`src/sv/mif_pkg.sv`:
```
package mif_pkg;
   localparam int WORD_BITS_DEFAULT = 31;
   localparam int MODULUS_RESET     = 2;
endpackage

```
`src/sv/mif_gcd.sv`:
```
// Binary-free Euclid by serial restoring remainder: a % b one bit per cycle.
module mif_gcd #(
   parameter int WORD_BITS = mif_pkg::WORD_BITS_DEFAULT
) (
   input  logic                 clock,
   input  logic                 reset,
   input  logic                 start,
   input  logic [WORD_BITS-1:0] a_value,
   input  logic [WORD_BITS-1:0] b_value,
   output logic                 done,
   output logic                 is_one,
   output logic [WORD_BITS-1:0] rem_value
);
   import mif_pkg::*;

   localparam int CW = $clog2(WORD_BITS + 1);
   localparam logic [1:0] S_IDLE = 2'd0;
   localparam logic [1:0] S_DIV  = 2'd1;
   localparam logic [1:0] S_NEXT = 2'd2;

   logic [1:0]           state_ff, state_in;
   logic [WORD_BITS-1:0] a_ff, a_in, b_ff, b_in, q_ff, q_in;
   logic [WORD_BITS:0]   r_ff, r_in;
   logic [CW-1:0]        cnt_ff, cnt_in;
   logic                 first_ff, first_in;
   logic [WORD_BITS-1:0] rem_ff, rem_in;
   logic                 done_ff, done_in, one_ff, one_in;
   logic [WORD_BITS:0]   shifted, diff;

   always_comb begin
      shifted  = {r_ff[WORD_BITS-1:0], q_ff[WORD_BITS-1]};
      diff     = shifted - {1'b0, b_ff};
      state_in = state_ff;
      a_in     = a_ff;
      b_in     = b_ff;
      q_in     = q_ff;
      r_in     = r_ff;
      cnt_in   = cnt_ff;
      first_in = first_ff;
      rem_in   = rem_ff;
      done_in  = 1'b0;
      one_in   = one_ff;
      case (state_ff)
         S_IDLE: begin
            if (start) begin
               a_in     = a_value;
               b_in     = b_value;
               first_in = 1'b1;
               state_in = S_NEXT;
            end
         end
         S_NEXT: begin
            if (b_ff == '0) begin
               one_in   = (a_ff == WORD_BITS'(1));
               done_in  = 1'b1;
               state_in = S_IDLE;
            end else begin
               q_in     = a_ff;
               r_in     = '0;
               cnt_in   = CW'(WORD_BITS);
               state_in = S_DIV;
            end
         end
         S_DIV: begin
            q_in = {q_ff[WORD_BITS-2:0], 1'b0};
            if (!diff[WORD_BITS]) r_in = diff;
            else r_in = shifted;
            cnt_in = cnt_ff - CW'(1);
            if (cnt_ff == CW'(1)) begin
               if (first_ff) rem_in = r_in[WORD_BITS-1:0];
               first_in = 1'b0;
               a_in     = b_ff;
               b_in     = r_in[WORD_BITS-1:0];
               state_in = S_NEXT;
            end
         end
         default: state_in = S_IDLE;
      endcase
   end

   always_ff @(posedge clock) begin
      if (reset) begin
         state_ff <= S_IDLE;
         done_ff  <= 1'b0;
      end else begin
         state_ff <= state_in;
         done_ff  <= done_in;
      end
      a_ff     <= a_in;
      b_ff     <= b_in;
      q_ff     <= q_in;
      r_ff     <= r_in;
      cnt_ff   <= cnt_in;
      first_ff <= first_in;
      rem_ff   <= rem_in;
      one_ff   <= one_in;
   end

   assign done      = done_ff;
   assign is_one    = one_in;
   assign rem_value = rem_ff;

   a_rem_lt_b: assert property (@(posedge clock) disable iff (reset)
      (state_ff == S_DIV && cnt_ff == CW'(1)) |=> (b_ff < a_ff))
      else $error("remainder not below divisor");
   a_done_idle: assert property (@(posedge clock) disable iff (reset)
      done_ff |-> (state_ff == S_IDLE))
      else $error("done outside idle");
   a_cnt_range: assert property (@(posedge clock) disable iff (reset)
      (state_ff == S_DIV) |-> (cnt_ff != '0))
      else $error("divide count ran out");
endmodule

```
`src/sv/mif_mulmod.sv`:
```
// Serial shift-and-add modular multiply, one multiplier bit per cycle, MSB first.
module mif_mulmod #(
   parameter int WORD_BITS = mif_pkg::WORD_BITS_DEFAULT
) (
   input  logic                 clock,
   input  logic                 reset,
   input  logic                 start,
   input  logic [WORD_BITS-1:0] x_value,
   input  logic [WORD_BITS-1:0] y_value,
   input  logic [WORD_BITS-1:0] m_value,
   output logic                 done,
   output logic [WORD_BITS-1:0] product
);
   import mif_pkg::*;

   localparam int CW = $clog2(WORD_BITS + 1);

   logic                 busy_ff, busy_in, done_ff, done_in;
   logic [CW-1:0]        cnt_ff, cnt_in;
   logic [WORD_BITS-1:0] r_ff, r_in, y_ff, y_in, x_ff, x_in, m_ff, m_in;
   logic [WORD_BITS:0]   dbl, dbl_sub, add, add_sub;
   logic [WORD_BITS-1:0] r_dbl;

   always_comb begin
      dbl     = {r_ff, 1'b0};
      dbl_sub = dbl - {1'b0, m_ff};
      r_dbl   = dbl_sub[WORD_BITS] ? dbl[WORD_BITS-1:0] : dbl_sub[WORD_BITS-1:0];
      add     = {1'b0, r_dbl} + {1'b0, x_ff};
      add_sub = add - {1'b0, m_ff};
      busy_in = busy_ff;
      done_in = 1'b0;
      cnt_in  = cnt_ff;
      r_in    = r_ff;
      y_in    = y_ff;
      x_in    = x_ff;
      m_in    = m_ff;
      if (!busy_ff) begin
         if (start) begin
            busy_in = 1'b1;
            cnt_in  = CW'(WORD_BITS);
            r_in    = '0;
            x_in    = x_value;
            y_in    = y_value;
            m_in    = m_value;
         end
      end else begin
         if (y_ff[WORD_BITS-1])
            r_in = add_sub[WORD_BITS] ? add[WORD_BITS-1:0] : add_sub[WORD_BITS-1:0];
         else
            r_in = r_dbl;
         y_in   = {y_ff[WORD_BITS-2:0], 1'b0};
         cnt_in = cnt_ff - CW'(1);
         if (cnt_ff == CW'(1)) begin
            busy_in = 1'b0;
            done_in = 1'b1;
         end
      end
   end

   always_ff @(posedge clock) begin
      if (reset) begin
         busy_ff <= 1'b0;
         done_ff <= 1'b0;
      end else begin
         busy_ff <= busy_in;
         done_ff <= done_in;
      end
      cnt_ff <= cnt_in;
      r_ff   <= r_in;
      y_ff   <= y_in;
      x_ff   <= x_in;
      m_ff   <= m_in;
   end

   assign done    = done_ff;
   assign product = r_ff;

   a_done_pulse: assert property (@(posedge clock) disable iff (reset)
      done_ff |-> !busy_ff)
      else $error("done while busy");
   a_res_lt_m: assert property (@(posedge clock) disable iff (reset)
      done_ff |-> (r_ff < m_ff))
      else $error("product not reduced");
   a_cnt_live: assert property (@(posedge clock) disable iff (reset)
      busy_ff |-> (cnt_ff != '0))
      else $error("count ran out while busy");
endmodule

```
`src/sv/modular_inverse_fermat.sv`:
```
// channel | ports                          | direction
// request | req_valid req_stall req_value   | in word
// result  | rsp_valid rsp_stall rsp_inverse rsp_has_inverse | out word
// csr     | csr_write csr_data              | modulus write
//
// Euclid: serial restoring remainder, one division step after another.
// Exponent: per exponent bit a modular square of the base, preceded by a multiply
// into the accumulator when the bit is set.
// Reset clears control and loads modulus 2. req_stall is high from accept until the
// result has been moved to the output register; a new word is accepted after that.
module modular_inverse_fermat #(
   parameter int WORD_BITS = mif_pkg::WORD_BITS_DEFAULT
) (
   input  logic                 clock,
   input  logic                 reset,
   input  logic                 req_valid,
   output logic                 req_stall,
   input  logic [WORD_BITS-1:0] req_value,
   output logic                 rsp_valid,
   input  logic                 rsp_stall,
   output logic [WORD_BITS-1:0] rsp_inverse,
   output logic                 rsp_has_inverse,
   input  logic                 csr_write,
   input  logic [WORD_BITS-1:0] csr_data
);
   import mif_pkg::*;

   localparam logic [2:0] S_IDLE  = 3'd0;
   localparam logic [2:0] S_GCD   = 3'd1;
   localparam logic [2:0] S_BIT   = 3'd2;
   localparam logic [2:0] S_MACC  = 3'd3;
   localparam logic [2:0] S_MSQ   = 3'd4;
   localparam logic [2:0] S_DONE  = 3'd5;

   logic [2:0]           state_ff, state_in;
   logic [WORD_BITS-1:0] mod_ff, v_ff, v_in, acc_ff, acc_in, base_ff, base_in;
   logic [WORD_BITS-1:0] exp_ff, exp_in, m_ff, m_in;
   logic                 ov_ff, ov_in;
   logic [WORD_BITS-1:0] inv_ff, inv_in;
   logic                 has_ff, has_in;
   logic [WORD_BITS-1:0] res_ff, res_in;
   logic                 res_has_ff, res_has_in;

   logic gcd_start, gcd_done, gcd_one;
   logic [WORD_BITS-1:0] gcd_rem;
   logic mul_start, mul_done;
   logic [WORD_BITS-1:0] mul_x, mul_y, mul_p;

   assign req_stall = (state_ff != S_IDLE);

   mif_gcd #(.WORD_BITS(WORD_BITS)) u_gcd (
      .clock(clock), .reset(reset), .start(gcd_start),
      .a_value(v_ff), .b_value(m_ff),
      .done(gcd_done), .is_one(gcd_one), .rem_value(gcd_rem));

   mif_mulmod #(.WORD_BITS(WORD_BITS)) u_mul (
      .clock(clock), .reset(reset), .start(mul_start),
      .x_value(mul_x), .y_value(mul_y), .m_value(m_ff),
      .done(mul_done), .product(mul_p));

   always_comb begin
      state_in   = state_ff;
      v_in       = v_ff;
      m_in       = m_ff;
      acc_in     = acc_ff;
      base_in    = base_ff;
      exp_in     = exp_ff;
      ov_in      = ov_ff;
      inv_in     = inv_ff;
      has_in     = has_ff;
      res_in     = res_ff;
      res_has_in = res_has_ff;
      gcd_start  = 1'b0;
      mul_start  = 1'b0;
      mul_x      = acc_ff;
      mul_y      = base_ff;
      case (state_ff)
         S_IDLE: begin
            if (req_valid) begin
               v_in = req_value;
               m_in = mod_ff;
               if (mod_ff < WORD_BITS'(2)) begin
                  res_in     = '0;
                  res_has_in = 1'b0;
                  state_in   = S_DONE;
               end else begin
                  state_in = S_GCD;
               end
            end
         end
         S_GCD: begin
            gcd_start = !gcd_done;
            if (gcd_done) begin
               if (!gcd_one) begin
                  res_in     = '0;
                  res_has_in = 1'b0;
                  state_in   = S_DONE;
               end else begin
                  acc_in   = WORD_BITS'(1);
                  base_in  = gcd_rem; // v % m from first division
                  exp_in   = m_ff - WORD_BITS'(2);
                  state_in = S_BIT;
               end
            end
         end
         S_BIT: begin
            if (exp_ff == '0) begin
               res_in     = acc_ff;
               res_has_in = 1'b1;
               state_in   = S_DONE;
            end else if (exp_ff[0]) begin
               mul_start = 1'b1;
               state_in  = S_MACC;
            end else begin
               mul_x     = base_ff;
               mul_start = 1'b1;
               state_in  = S_MSQ;
            end
         end
         S_MACC: begin
            if (mul_done) begin
               acc_in    = mul_p;
               mul_x     = base_ff;
               mul_start = 1'b1;
               state_in  = S_MSQ;
            end
         end
         S_MSQ: begin
            if (mul_done) begin
               base_in  = mul_p;
               exp_in   = exp_ff >> 1;
               state_in = S_BIT;
            end
         end
         S_DONE: begin
            // output register free or its word leaves at this edge
            if (!ov_ff || !rsp_stall) begin
               inv_in   = res_ff;
               has_in   = res_has_ff;
               ov_in    = 1'b1;
               state_in = S_IDLE;
            end
         end
         default: state_in = S_IDLE;
      endcase
      if (ov_ff && !rsp_stall && !(state_ff == S_DONE)) ov_in = 1'b0;
   end

   // gcd_start stays high in S_GCD; the gcd unit samples it only while idle
   always_ff @(posedge clock) begin
      if (reset) begin
         state_ff <= S_IDLE;
         mod_ff   <= WORD_BITS'(MODULUS_RESET);
         ov_ff    <= 1'b0;
      end else begin
         state_ff <= state_in;
         ov_ff    <= ov_in;
         if (csr_write) mod_ff <= csr_data;
      end
      v_ff       <= v_in;
      m_ff       <= m_in;
      acc_ff     <= acc_in;
      base_ff    <= base_in;
      exp_ff     <= exp_in;
      res_ff     <= res_in;
      res_has_ff <= res_has_in;
      inv_ff     <= inv_in;
      has_ff     <= has_in;
   end

   assign rsp_valid       = ov_ff;
   assign rsp_inverse     = inv_ff;
   assign rsp_has_inverse = has_ff;

   a_no_accept_busy: assert property (@(posedge clock) disable iff (reset)
      (state_ff != S_IDLE) |-> req_stall)
      else $error("accept while busy");
   a_inv_range: assert property (@(posedge clock) disable iff (reset)
      (rsp_valid && rsp_has_inverse) |-> (rsp_inverse < m_ff))
      else $error("inverse not reduced");
   a_noinv_zero: assert property (@(posedge clock) disable iff (reset)
      (rsp_valid && !rsp_has_inverse) |-> (rsp_inverse == '0))
      else $error("no-inverse result nonzero");
endmodule

```
`config.mk`:
```
export PLATFORM = sky130hd
export DESIGN_NAME = modular_inverse_fermat
export DESIGN_NICKNAME = d
export VERILOG_FILES = /design/src/sv/mif_pkg.sv /design/src/sv/mif_gcd.sv /design/src/sv/mif_mulmod.sv /design/src/sv/modular_inverse_fermat.sv
export SDC_FILE = /design/constraint.sdc
export NUM_CORES = 1
export LEC_CHECK = 0
export ABC_CLOCK_PERIOD_IN_PS = 17950
export BUFFER_PORTS_ARGS = -buffer_cell sky130_fd_sc_hd__clkbuf_2
export CAP_MARGIN = 30
export CORE_MARGIN = 10
export CORE_UTILIZATION = 25
export DETAILED_ROUTE_END_ITERATION = 8
export PLACE_DENSITY_LB_ADDON = 0.08
export SYNTH_ARGS = -nofsm -noshare
export SYNTH_HDL_FRONTEND = slang
export SYNTH_SLANG_ARGS = --single-unit
```
`constraint.sdc`:
```
create_clock -name clock -period 17.95 [get_ports clock]
set_input_delay 0 -clock clock [delete_from_list [all_inputs] [get_ports clock]]
set_output_delay 0 -clock clock [all_outputs]
set_load 0.01 [all_outputs]
```
== Yosys cells after proc, flatten, opt, wreduce, memory -nomap -nowiden ==
Cells that the tools add are included.

* Bits in registers: 550
* Input bits: 67
* Output and inout bits: 34
* Word-level logic and storage cells: 171

* $add $sub $neg: 7
* $lt $le $gt $ge: 1
* Equal/unequal tests: 22
* Muxes and demuxes: 77
* Bitwise gates (word level): 2
* Reduce and logical (&&, ||, !) cells: 32

{| class="wikitable"
|+ Operators with widths
! kind !! number
|-
| $mux 31 || 30
|-
| $pmux 31 s2 || 8
|-
| $sub 32x31->32 || 3
|-
| $pmux 31 s3 || 1
|-
| $logic_not 31->1 || 2
|-
| $add 31x31->32 || 1
|-
| $eq 31x1->1 const B || 1
|-
| $lt 31x2->1 const B || 1
|-
| $sub 31x2->31 const B || 1
|-
| $mux 3 || 9
|-
| $mux 1 || 18
|-
| $pmux 3 s6 || 1
|-
| $ne 2x2->1 const B || 8
|-
| $mux 5 || 3
|-
| $eq 5x1->1 const B || 2
|-
| $pmux 5 s2 || 1
|-
| $reduce_and 2->1 || 5
|-
| $reduce_bool 2->1 || 5
|-
| $sub 5x1->5 const B || 2
|-
| $ne 2x1->1 const B || 4
|-
| $reduce_and 4->1 || 2
|-
| $eq 3x2->1 const B || 2
|-
| $eq 3x3->1 const B || 2
|-
| $pmux 2 s3 || 1
|-
| other kinds (17) || 28
|}

== Depth between registers and ports, before layout ==
Gate-level depths: netlist of the first run.

* Depth after elaboration: 7
* Mapped depth: 36

== By module ==
A second synthesis of the first run with hierarchy kept.

* Cells, all modules: 2681
* Area, all modules: 29380.7 um^2

{| class="wikitable"
|+ By module, submodules not included
! module !! instances !! cells each !! area an instance (um^2) !! seq. area each (um^2)
|-
| mif_mulmod || 1 || 1067 || 10386.2 || 3903.7
|-
| modular_inverse_fermat || 1 || 769 || 10249.8 || 7277.0
|-
| mif_gcd || 1 || 845 || 8744.6 || 4914.7
|}

== Worst setup path after synthesis of the first run ==
No wires, ideal clock.

* Path type: register -> register
* From: reg u_mul.r_ff[1] (netlist: u_mul.product[1])
* To: reg u_mul.r_ff[10] (netlist: u_mul.product[10]), data pin
* Setup time: 0.283 ns
* Data arrival time: 7.244 ns
* Required time: 17.667 ns
* Slack: 10.423 ns
* Cell stages (with the launch flop): 30
* Path buffers: 2
* Period minus slack after synthesis: 7.527 ns
* Cells stage by stage: edfxtp_1 > ha_1 > o211ai_1 > a21oi_2 > a2111oi_2 > o311a_4 > o211ai_2 > a31oi_2 > o311ai_4 > xor2_2 > buf_4 > mux2_1 > ha_1 > o211ai_1 > o21ai_1 > o31ai_1 > o311ai_1 > a21o_1 > a21oi_1 > xnor2_1 > ha_1 > and4_1 > a221o_1 > a211oi_1 > o21ai_0 > o21ai_1 > xor2_1 > clkbuf_1 > mux2i_1 > a211oi_2

* Cells in the longest elaborated chain, start to end: 7

{| class="wikitable"
|+ Ends and longest elaborated chain
! what !! RTL line !! text
|-
| start: declaration || mif_mulmod.sv:20 || <nowiki>logic [WORD_BITS-1:0] r_ff, r_in, y_ff, y_in, x_ff, x_in, m_ff, m_in;</nowiki>
|-
| start signal: assignment || mif_mulmod.sv:69 || <nowiki>r_ff <= r_in;</nowiki>
|-
| $sub 32x31->32 || mif_mulmod.sv:26 || <nowiki>dbl_sub = dbl - {1'b0, m_ff};</nowiki>
|-
| $mux 31 (*) || mif_mulmod.sv:27 || <nowiki>r_dbl = dbl_sub[WORD_BITS] ? dbl[WORD_BITS-1:0] : dbl_sub[WORD_BITS-1:0];</nowiki>
|-
| $add 31x31->32 || mif_mulmod.sv:28 || <nowiki>add = {1'b0, r_dbl} + {1'b0, x_ff};</nowiki>
|-
| $sub 32x31->32 || mif_mulmod.sv:29 || <nowiki>add_sub = add - {1'b0, m_ff};</nowiki>
|-
| $mux 31 || mif_mulmod.sv:48 || <nowiki>r_in = add_sub[WORD_BITS] ? add[WORD_BITS-1:0] : add_sub[WORD_BITS-1:0];</nowiki>
|-
| $mux 31 (*) || mif_mulmod.sv:47 || <nowiki>if (y_ff[WORD_BITS-1])</nowiki>
|-
| $mux 31 (*) || mif_mulmod.sv:37 || <nowiki>if (!busy_ff) begin</nowiki>
|}

Every way passes the cells marked *; elsewhere a longest branch is shown, timed or not.
A chain may end at the register's enable or synchronous reset.

== Worst setup path in the final report of the first run ==
* From: reg u_mul.r_ff[1] (netlist: u_mul.product[1])
* To: reg u_mul.r_ff[2] (netlist: u_mul.product[2]), data pin

Same word-level chain as after synthesis.

==> impl_metrics.csv, run 1 <==
group,metric,value,unit
timing,grt_setup_unrepaired,"no",
yosys,synth_cell_types,77,
routing,drt-vias-per-instance,4.64,
pwr,p_leak,13.4,nW
routing,drc,0,
floorplan,die_y,359,µm
routing,wl_per_cell,20.8,µm
global_routing,antenna_found_initial,1,
yosys,netlist_top_cells_area,"edfxtp_1 (53%), nand2_1 (5.9%), ha_1 (5.6%)",
routing,dr_total_vias,20400,
worst_setup_path,crit_path_frequent_cell,"ha_1",
worst_setup_path,path_max_fanout,54,
floorplan,placementRows,124,
timing,slew_violations,0,
layout,final_layout_size_suffix_gt1_frac,0.105,
clock_network,cts_buffer_depth,3,
yosys,synth-seq-area-share,0.561,
placement,portBuffers,100,
floorplan,core,114000,µm²
placement,dp_hpwl,66500,µm
global_routing,grt_overflow,0,
clock_network,cts.sinks,550,
routing,dr.pass1.iters,5,
timing,finalWorstSetupSlack,8.66,ns
yosys,synth_ff_type,"edfxtp_1",
floorplan,start_util,0.251,
clock_network,cts_inserted_buffers,69,
timing,fin_setup_tns,0,ns
worst_setup_path,end_kind,"register",
clock_network,htreeDepth,3,
worst_setup_path,cp.required,18.33,ns
clock_network,cts_resized,0,
worst_setup_path,start_kind,"register",
routing,wl,91400,µm
yosys,synth.most_common_cell,"edfxtp_1",
timing,timing.final.crit_share,0.517,
timing,setup_violations,0,
yosys,syn_area,28700,µm²
layout,syn_to_final_growth,19.3,%
timing,final-hold-violation-count,0,
layout,stdcell_count,4388,
placement,place_area,31100,µm²
floorplan,io_pins,101,
layout,post-route-util,0.300,
routing,drtAntennaViolNets,0,
yosys,synth_top_area_frac,0.531,
yosys,synth_top_cell_by_area,"edfxtp_1",
global_routing,grt_pass1_vias,20700,
timing,max_freq,108,MHz
yosys,ys.warnings.count,0,
yosys,ys_ff_latch,550,
worst_setup_path,max_stage_delay,0.57,ns
yosys,syn-instance-count,2637,
flow_run,cap_violations,0,
routing,drt_iter0_drc,1532,
yosys,synth_edf_count,508,
placement,pre_cts_ws,8.70,ns
floorplan,die_x,359,µm
pwr,ir_drop,0.0000867,V
clock_network,cts_tree,"done",
floorplan,die_area,129000,µm²
worst_setup_path,crit_slowest_cell,"o31ai_1",
yosys,avgSynthCellArea,10.9,µm²
worst_hold_path,hp-class,"input pin to register",
timing,period_minus_slack,9.29,ns
timing,skew,0.0268,ns
clock_network,ctsHoldBuffers,88,
worst_setup_path,crit_arrival,9.67,ns
layout,nNetsFinal,3021,
yosys,syn_nets,2837,
layout,final_cell_area,34300,µm²
yosys,synth_common_cells,"edfxtp_1 (508), nand2_1 (448), nor2_1 (191)",
timing,worstMarginPinSlew,0.949,ns
clock_network,path_clk_slew,0.06,ns
yosys,async_flop_share,0,
timing,max_slew_margin,0.367,
global_routing,grt_use_total,0.138,
placement,dp.cells,4172,
placement,gp_congestion,0.848,
global_routing,grt_start_max_net_pins,86,
clock_network,clk_latency,0.64,ns
global_routing,grt_pass1_wl,137000,µm
worst_setup_path,crit_type,"register to register",
clock_network,cts-root-buf,"clkbuf_16",
clock_network,post-cts-setup-buffers,0,
outcome,status,"complete, no violations",
pwr,power_density,112,nW/µm²
path summary, 6_finish.rpt:
kind | start | end | slack [ns] | depth (start not counted)
max | u_mul.product[1] | u_mul.product[2] | 8.66 | 30
min | req_value[23] | v_ff[23] | 0.08 | 2
max reg2reg | u_mul.product[1] | u_mul.product[2] | 8.66 | 30
min reg2reg | res_ff[1] | rsp_inverse[1] | 0.42 | 0
layout make-up:
class                           count  area (µm²)
Timing Repair Buffer              221        1710
Sequential cell                   550       16100
Tap cell                         1512        1890
Inverter                          136         513
Clock inverter                     28         332
Clock buffer                       97        1920
Fill cell                       11900       79900
Multi-Input combinational cell   1843       11800
Antenna cell                        1        2.50
layout by cell type (no fill, tap or decap), types with 10 or more instances in the layout:
| cell type | n |
|---|---|
| o21ai_0 | 178 |
| xor2_1 | 46 |
| ha_1 | 129 |
| mux2_1 | 13 |
| inv_1 | 134 |
| nor2_1 | 189 |
| nor2b_1 | 12 |
| mux2i_1 | 70 |
| clkbuf_16 | 72 |
| dfxtp_1 | 41 |
| mux2_2 | 17 |
| a211oi_1 | 15 |
| and3_1 | 69 |
| nand4_1 | 27 |
| mux2_4 | 10 |
| nor3_1 | 40 |
| nand2_1 | 447 |
| o31ai_1 | 10 |
| a21oi_1 | 141 |
| o211ai_1 | 15 |
| edfxtp_1 | 508 |
| a21o_1 | 78 |
| nor4_1 | 34 |
| a211oi_2 | 14 |
| o21a_1 | 19 |
| o21ai_1 | 12 |
| a31oi_1 | 12 |
| dlygate4sd3_1 | 88 |
| nand2b_1 | 22 |
| xnor2_1 | 87 |
| buf_4 | 27 |
| clkbuf_2 | 101 |
| clkbuf_1 | 23 |
per-layer routing:
layer  part of all wire  up-vias  GRT usage
met5                  0        -          0
met4              0.023        0     0.0340
met3              0.042       97     0.0219
met2               0.43      465      0.210
met1               0.50     9847      0.202
li1                   -     9954          -
through the flow:
step | power [mW] | hold slack (ns)
floorplan | 2.15 | 0.0989
CTS | 3.88 | 0.0123
global route | 4.03 | 0.0375
global placement | 2.43 | 0.180
detailed placement | 2.42 | 0.179
finish | 3.82 | 0.0757
cells by family (layout without fill, tap and decap cells):
kind of cell / after synthesis / in the layout / share of synthesized area
other: 0 / 1 / 0
adder cells (fa/ha/maj): 133 / 133 / 0.0590
flip-flops: 550 / 550 / 0.561
AO/OA/AOI/OAI: 568 / 568 / 0.126
XOR/XNOR: 136 / 136 / 0.0417
multiplexers: 110 / 110 / 0.0414
buffers and inverters: 244 / 482 / 0.0327
AND/OR/NAND/NOR: 896 / 896 / 0.139
critical path, delay by kind of cell (launching register included):
kind | cells | cell delay (ns)
AO/OA/AOI/OAI | 17 | 4.62
adder cells (fa/ha/maj) | 3 | 1.04
buffers and inverters | 2 | 1.03
flip-flops | 1 | 0.47
AND/OR/NAND/NOR | 2 | 0.32
XOR/XNOR | 3 | 0.50
multiplexers | 3 | 0.97
power by group:
group	internal [mW]	switching [mW]
Combinational	0.294	0.513
Clock	0.835	0.576
Sequential	1.53	0.0717
Total	2.66	1.16
Note: power is estimated with default switching activity, not from simulation.
==> run 2: changes to the inputs <==
--- a/config.mk
+++ b/config.mk
@@ -5,7 +5,8 @@
 export SDC_FILE = /design/constraint.sdc
 export NUM_CORES = 1
 export LEC_CHECK = 0
-export ABC_CLOCK_PERIOD_IN_PS = 17950
+export ABC_AREA = 1
+export ABC_CLOCK_PERIOD_IN_PS = 7800
 export BUFFER_PORTS_ARGS = -buffer_cell sky130_fd_sc_hd__clkbuf_2
 export CAP_MARGIN = 30
 export CORE_MARGIN = 10
==> constraint.sdc (replaced) <==
create_clock -name clock -period 7.8 [get_ports clock]
set_input_delay 0 -clock clock [delete_from_list [all_inputs] [get_ports clock]]
set_output_delay 0 -clock clock [all_outputs]
set_load 0.01 [all_outputs]
==> run 2 against run 1 <==
Count of clock-buffer cells in the layout down 4. Non-clock buffer count decreased by 21. Final area increased by 12%. Clock skew rose by 0.012 ns. Register-to-register slack lost 7.9 ns. Via count grew 30%. Synthesized cell count is 54% higher. Hold slack got worse by 0.019 ns. Flip-flop and latch count stayed put. Wire length up 35%. Core utilization is 0.42 points lower. Area after synthesis rose by 14%. Critical endpoint unchanged.
==> impl_metrics.csv, run 2 <==
group,metric,value,unit
clock_network,cts.sinks,550,
floorplan,start_util,0.253,
worst_setup_path,end_kind,"register",
clock_network,cts_tree,"done",
worst_setup_path,max_stage_delay,0.65,ns
timing,grt_setup_unrepaired,"no",
yosys,async_flop_share,0,
yosys,synth_top_cell_by_area,"edfxtp_1",
yosys,synth_edf_count,508,
worst_setup_path,reg2reg_setup_slack,0.75,ns
worst_hold_path,hp-class,"input pin to register",
worst_setup_path,crit_type,"register to register",
yosys,synth_cell_types,52,
routing,drt-vias-per-instance,4.40,
timing,fin_setup_tns,0,ns
timing,slew_violations,0,
worst_setup_path,crit_path_frequent_cell,"nand2_1",
routing,wl,123000,µm
routing,wl_per_cell,20.4,µm
floorplan,die_y,382,µm
floorplan,io_pins,101,
worst_setup_path,path_max_fanout,32,
yosys,syn-instance-count,4048,
layout,post-route-util,0.296,
yosys,ys_ff_latch,550,
layout,mostFrequentLayoutCells,"nand2_1 (1321), inv_1 (642), edfxtp_1 (508)",
yosys,synth_ff_type,"edfxtp_1",
global_routing,grt_use_total,0.166,
floorplan,placementRows,132,
timing,timing.final.crit_share,0.903,
placement,portBuffers,100,
floorplan,die_area,146000,µm²
yosys,netlist_top_cells_area,"edfxtp_1 (47%), nand2_1 (15%), inv_1 (7.4%)",
routing,drc,0,
yosys,synth-seq-area-share,0.491,
clock_network,post-cts-setup-buffers,0,
yosys,avgSynthCellArea,8.10,µm²
timing,setup_violations,0,
timing,max_slew_margin,0.387,
layout,nNetsFinal,4429,
worst_setup_path,cp.required,8.17,ns
layout,final_layout_size_suffix_gt1_frac,0.0912,
clock_network,cts-root-buf,"clkbuf_16",
routing,drt_iter0_drc,1899,
clock_network,cts_inserted_buffers,71,
yosys,synth_common_cells,"nand2_1 (1323), inv_1 (643), edfxtp_1 (508)",
global_routing,grt_pass1_wl,181000,µm
routing,dr_total_vias,26500,
clock_network,path_clk_slew,0.06,ns
worst_setup_path,start_kind,"register",
clock_network,htreeDepth,3,
clock_network,clk_latency,0.68,ns
yosys,ys.warnings.count,0,
flow_run,cap_violations,0,
yosys,synth.most_common_cell,"nand2_1",
placement,gp_congestion,0.907,
timing,final-hold-violation-count,0,
worst_setup_path,crit_slowest_cell,"nand2_2",
layout,syn_to_final_growth,17.2,%
timing,skew,0.0392,ns
floorplan,die_x,382,µm
yosys,synth_top_area_frac,0.465,
timing,max_freq,142,MHz
routing,dr.pass1.iters,6,
yosys,syn_nets,4248,
placement,dp_hpwl,96100,µm
clock_network,cts_buffer_depth,3,
worst_setup_path,crit_arrival,7.42,ns
outcome,status,"complete, no violations",
global_routing,grt_overflow,0,
timing,period_minus_slack,7.05,ns
timing,worstMarginPinSlew,0.915,ns
floorplan,core,130000,µm²
layout,layout_commonest_cell,"nand2_1",
routing,drtAntennaViolNets,0,
global_routing,antenna_found_initial,8,
global_routing,grt_pass1_vias,26900,
global_routing,grt_start_max_net_pins,69,
yosys,syn_area,32800,µm²
[run 2: critical path, delay by kind of cell, from the launching register on]
kind                     cells  cell delay [ns]
AO/OA/AOI/OAI                4             0.59
XOR/XNOR                     1             0.35
AND/OR/NAND/NOR             23             3.71
adder cells (fa/ha/maj)      4             1.36
flip-flops                   1             0.40
buffers and inverters        4             0.27
[run 2: final cells by class]
| class | instances | area (µm²) |
|---|---|---|
| Fill cell | 14100 | 91400 |
| Sequential cell | 550 | 16100 |
| Multi-Input combinational cell | 2735 | 13700 |
| Inverter | 671 | 2520 |
| Tap cell | 1742 | 2180 |
| Clock buffer | 93 | 1970 |
| Timing Repair Buffer | 200 | 1500 |
| Clock inverter | 37 | 403 |
| Antenna cell | 1 | 2.50 |
[run 2: path summary, 6_finish.rpt]
| path | start | end | cells after the start |
|---|---|---|---|
| worst max-delay path | u_mul.product[4] | u_mul.product[2] | 36 |
| worst min-delay path | req_value[9] | v_ff[9] | 2 |
| worst max register to register | u_mul.product[4] | u_mul.product[2] | 36 |
| worst min register to register | res_ff[17] | rsp_inverse[17] | 0 |
[run 2: timing repair]
item / in CTS / in global routing
setup endpoints to repair: 0 / 0
hold buffers: 73 / 0
gates resized for setup: 0 / 0
endpoints found under the hold margin: 109 / 0
[run 2: routing by layer]
metal | routed length, µm | track usage | part of all wire | up-vias
met1 | 57400 | 0.221 | 0.47 | 12400
met4 | 4930 | 0.0625 | 0.040 | 0
met3 | 4820 | 0.0265 | 0.039 | 172
met5 | 0 | 0 | 0 | -
met2 | 56100 | 0.269 | 0.46 | 571
li1 | - | - | - | 13400
[run 2: stage by stage]
stage                     instances  area (µm²)  hold WS, ns  setup WS, ns
after floorplan                4048       32800       0.0989          2.83
after global placement         5822       35200        0.177         0.779
after detailed placement       5824       35300        0.179         0.777
after CTS                      6027       38400    0.0000754         0.764
after global routing           6028       38400       0.0182         0.112
final                          6029       38400       0.0564         0.753
[run 2: cell families (layout without fill, tap and decap cells)]
kind of cell	count (synthesis)	after routing	synth area share
other	0	1	0
XOR/XNOR	76	76	0.0203
flip-flops	550	550	0.491
buffers and inverters	763	1001	0.0927
AND/OR/NAND/NOR	2129	2129	0.278
adder cells (fa/ha/maj)	133	133	0.0517
AO/OA/AOI/OAI	397	397	0.0668
Power of run 2 is left out: the tool's default activity adds up to more than one toggle a clock period on the data nets, which glitch-free logic cannot reach.
==> run 3: changes to the inputs <==
--- a/config.mk
+++ b/config.mk
@@ -9,9 +9,12 @@
 export ABC_CLOCK_PERIOD_IN_PS = 7800
 export BUFFER_PORTS_ARGS = -buffer_cell sky130_fd_sc_hd__clkbuf_2
 export CAP_MARGIN = 30
+export CELL_PAD_IN_SITES_DETAIL_PLACEMENT = 1
+export CELL_PAD_IN_SITES_GLOBAL_PLACEMENT = 1
 export CORE_MARGIN = 10
 export CORE_UTILIZATION = 25
 export DETAILED_ROUTE_END_ITERATION = 8
+export HOLD_SLACK_MARGIN = 0.15
 export PLACE_DENSITY_LB_ADDON = 0.08
 export SYNTH_ARGS = -nofsm -noshare
 export SYNTH_HDL_FRONTEND = slang
==> run 3 against run 2 <==
Sequential share of layout area decreased by 0.86 points. Wire length increased by 3.3%. Flip-flop and latch count unchanged. Critical endpoint is now u_mul.product[18]. Highest routed layer unchanged.
==> impl_metrics.csv, run 3 (same netlist as run 2, synthesis figures left out) <==
group,metric,value,unit
layout,multi_input_area,13700,µm²
clock_network,cts.sinks,550,
flow_run,cap_violations,0,
clock_network,cts_resized,0,
clock_network,cts_tree,"done",
clock_network,cts-root-buf,"clkbuf_16",
global_routing,grt_use_total,0.172,
timing,timing.final.crit_share,0.885,
worst_setup_path,cp.required,8.18,ns
floorplan,io_pins,101,
layout,mostFrequentLayoutCells,"nand2_1 (1321), inv_1 (642), edfxtp_1 (508)",
worst_setup_path,crit_arrival,7.28,ns
layout,final_layout_size_suffix_gt1_frac,0.0881,
timing,grt_setup_unrepaired,"no",
worst_setup_path,end_kind,"register",
global_routing,grt_pass1_wl,187000,µm
worst_setup_path,max_stage_delay,0.43,ns
clock_network,clk_latency,0.67,ns
floorplan,die_area,146000,µm²
worst_hold_path,hp-class,"input pin to register",
global_routing,grt_start_max_net_pins,84,
routing,drt_iter0_drc,1298,
worst_setup_path,reg2reg_setup_slack,0.90,ns
placement,gp_congestion,0.874,
worst_setup_path,start_kind,"register",
global_routing,grt_overflow,0,
timing,setup_violations,0,
timing,worstMarginPinSlew,0.949,ns
outcome,status,"complete, no violations",
routing,drt-met1-wl,58800,µm
placement,portBuffers,100,
layout,fillers,15500,
clock_network,cts_buffer_depth,3,
floorplan,die_y,382,µm
timing,fin_setup_tns,0,ns
layout,layout_commonest_cell,"nand2_1",
timing,slew_violations,0,
clock_network,cts_inserted_buffers,70,
global_routing,grt_pass1_vias,28400,
routing,dr.pass1.iters,5,
routing,route.met2.wl,61300,µm
routing,dr_total_vias,26900,
floorplan,start_util,0.253,
layout,nNetsFinal,4516,
timing,max_slew_margin,0.367,
timing,finalWorstSetupSlack,0.901,ns
clock_network,post-cts-setup-buffers,0,
timing,period_minus_slack,6.90,ns
routing,drtAntennaViolNets,0,
routing,drt-vias-per-instance,4.40,
placement,pre_cts_ws,0.859,ns
placement,dp_hpwl,101000,µm
routing,drc,0,
routing,top_layer_used,"met4",
worst_setup_path,crit_buf_inv,7,
worst_setup_path,crit_path_frequent_cell,"nand2_1",
worst_setup_path,crit_slowest_cell,"fa_1",
clock_network,htreeDepth,3,
routing,wl_met3,3480,µm
worst_setup_path,crit_type,"register to register",
floorplan,placementRows,132,
floorplan,die_x,382,µm
layout,post-route-util,0.302,
clock_network,ctsHoldBuffers,161,
clock_network,path_clk_slew,0.06,ns
routing,wl_per_cell,20.8,µm
routing,wl,127000,µm
worst_setup_path,path_max_fanout,25,
worst_setup_path,cp_top_family,"simple AND/OR/NAND/NOR gates",
global_routing,antenna_found_initial,10,
timing,final-hold-violation-count,0,
timing,max_freq,145,MHz
floorplan,core,130000,µm²
layout,regArea,16100,µm²
timing,skew,0.0283,ns
layout,syn_to_final_growth,19.6,%
run 3: cell types whose count changed in the layout (fill, tap and decap cells not counted), sizes merged:
cell,before,now
clkinv,29,23
inv,672,674
dlygate4sd3,73,161
clkinvlp,1,3
bufinv,6,3
clkbuf,193,196
run 3: final timing paths:
kind                       start                end  depth (start not counted)
setup / recovery  u_mul.m_ff[14]  u_mul.product[18]                         42
hold / removal             reset  u_gcd.state_ff[0]                          3
setup reg to reg  u_mul.m_ff[14]  u_mul.product[18]                         42
hold reg to reg       res_ff[29]    rsp_inverse[29]                          0
run 3: final cells by class:
class,instances,share of cell area
sequential,550,0.411
multi-input combinational,2735,0.350
inverter,671,0.0643
timing repair buffer,288,0.0620
tap,1742,0.0556
clock buffer,96,0.0484
clock inverter,32,0.00878
antenna,1,0.0000638
run 3: layer usage:
layer | track usage | vias up
li1 | - | 13600
met3 | 0.0201 | 123
met2 | 0.295 | 331
met5 | 0 | -
met1 | 0.224 | 12900
met4 | 0.0527 | 0
run 3: through the flow:
| stage | std cells | hold WS [ns] | cell area, µm² |
|---|---|---|---|
| floorplan | 4048 | 0.0989 | 32800 |
| global placement | 5820 | 0.177 | 35200 |
| detailed placement | 5823 | 0.179 | 35300 |
| CTS | 6112 | 0.175 | 39100 |
| global route | 6114 | 0.240 | 39200 |
| finish | 6115 | 0.221 | 39200 |
run 3: worst reg2reg max path: cells and delay by family (launching register included):
| family | cells | cell delay [ns] |
|---|---|---|
| AND/OR/NAND/NOR | 27 | 3.39 |
| adder cells (fa/ha/maj) | 4 | 1.26 |
| buffers and inverters | 7 | 0.91 |
| AO/OA/AOI/OAI | 4 | 0.65 |
| flip-flops | 1 | 0.40 |
Power of run 3 is left out for the same reason.
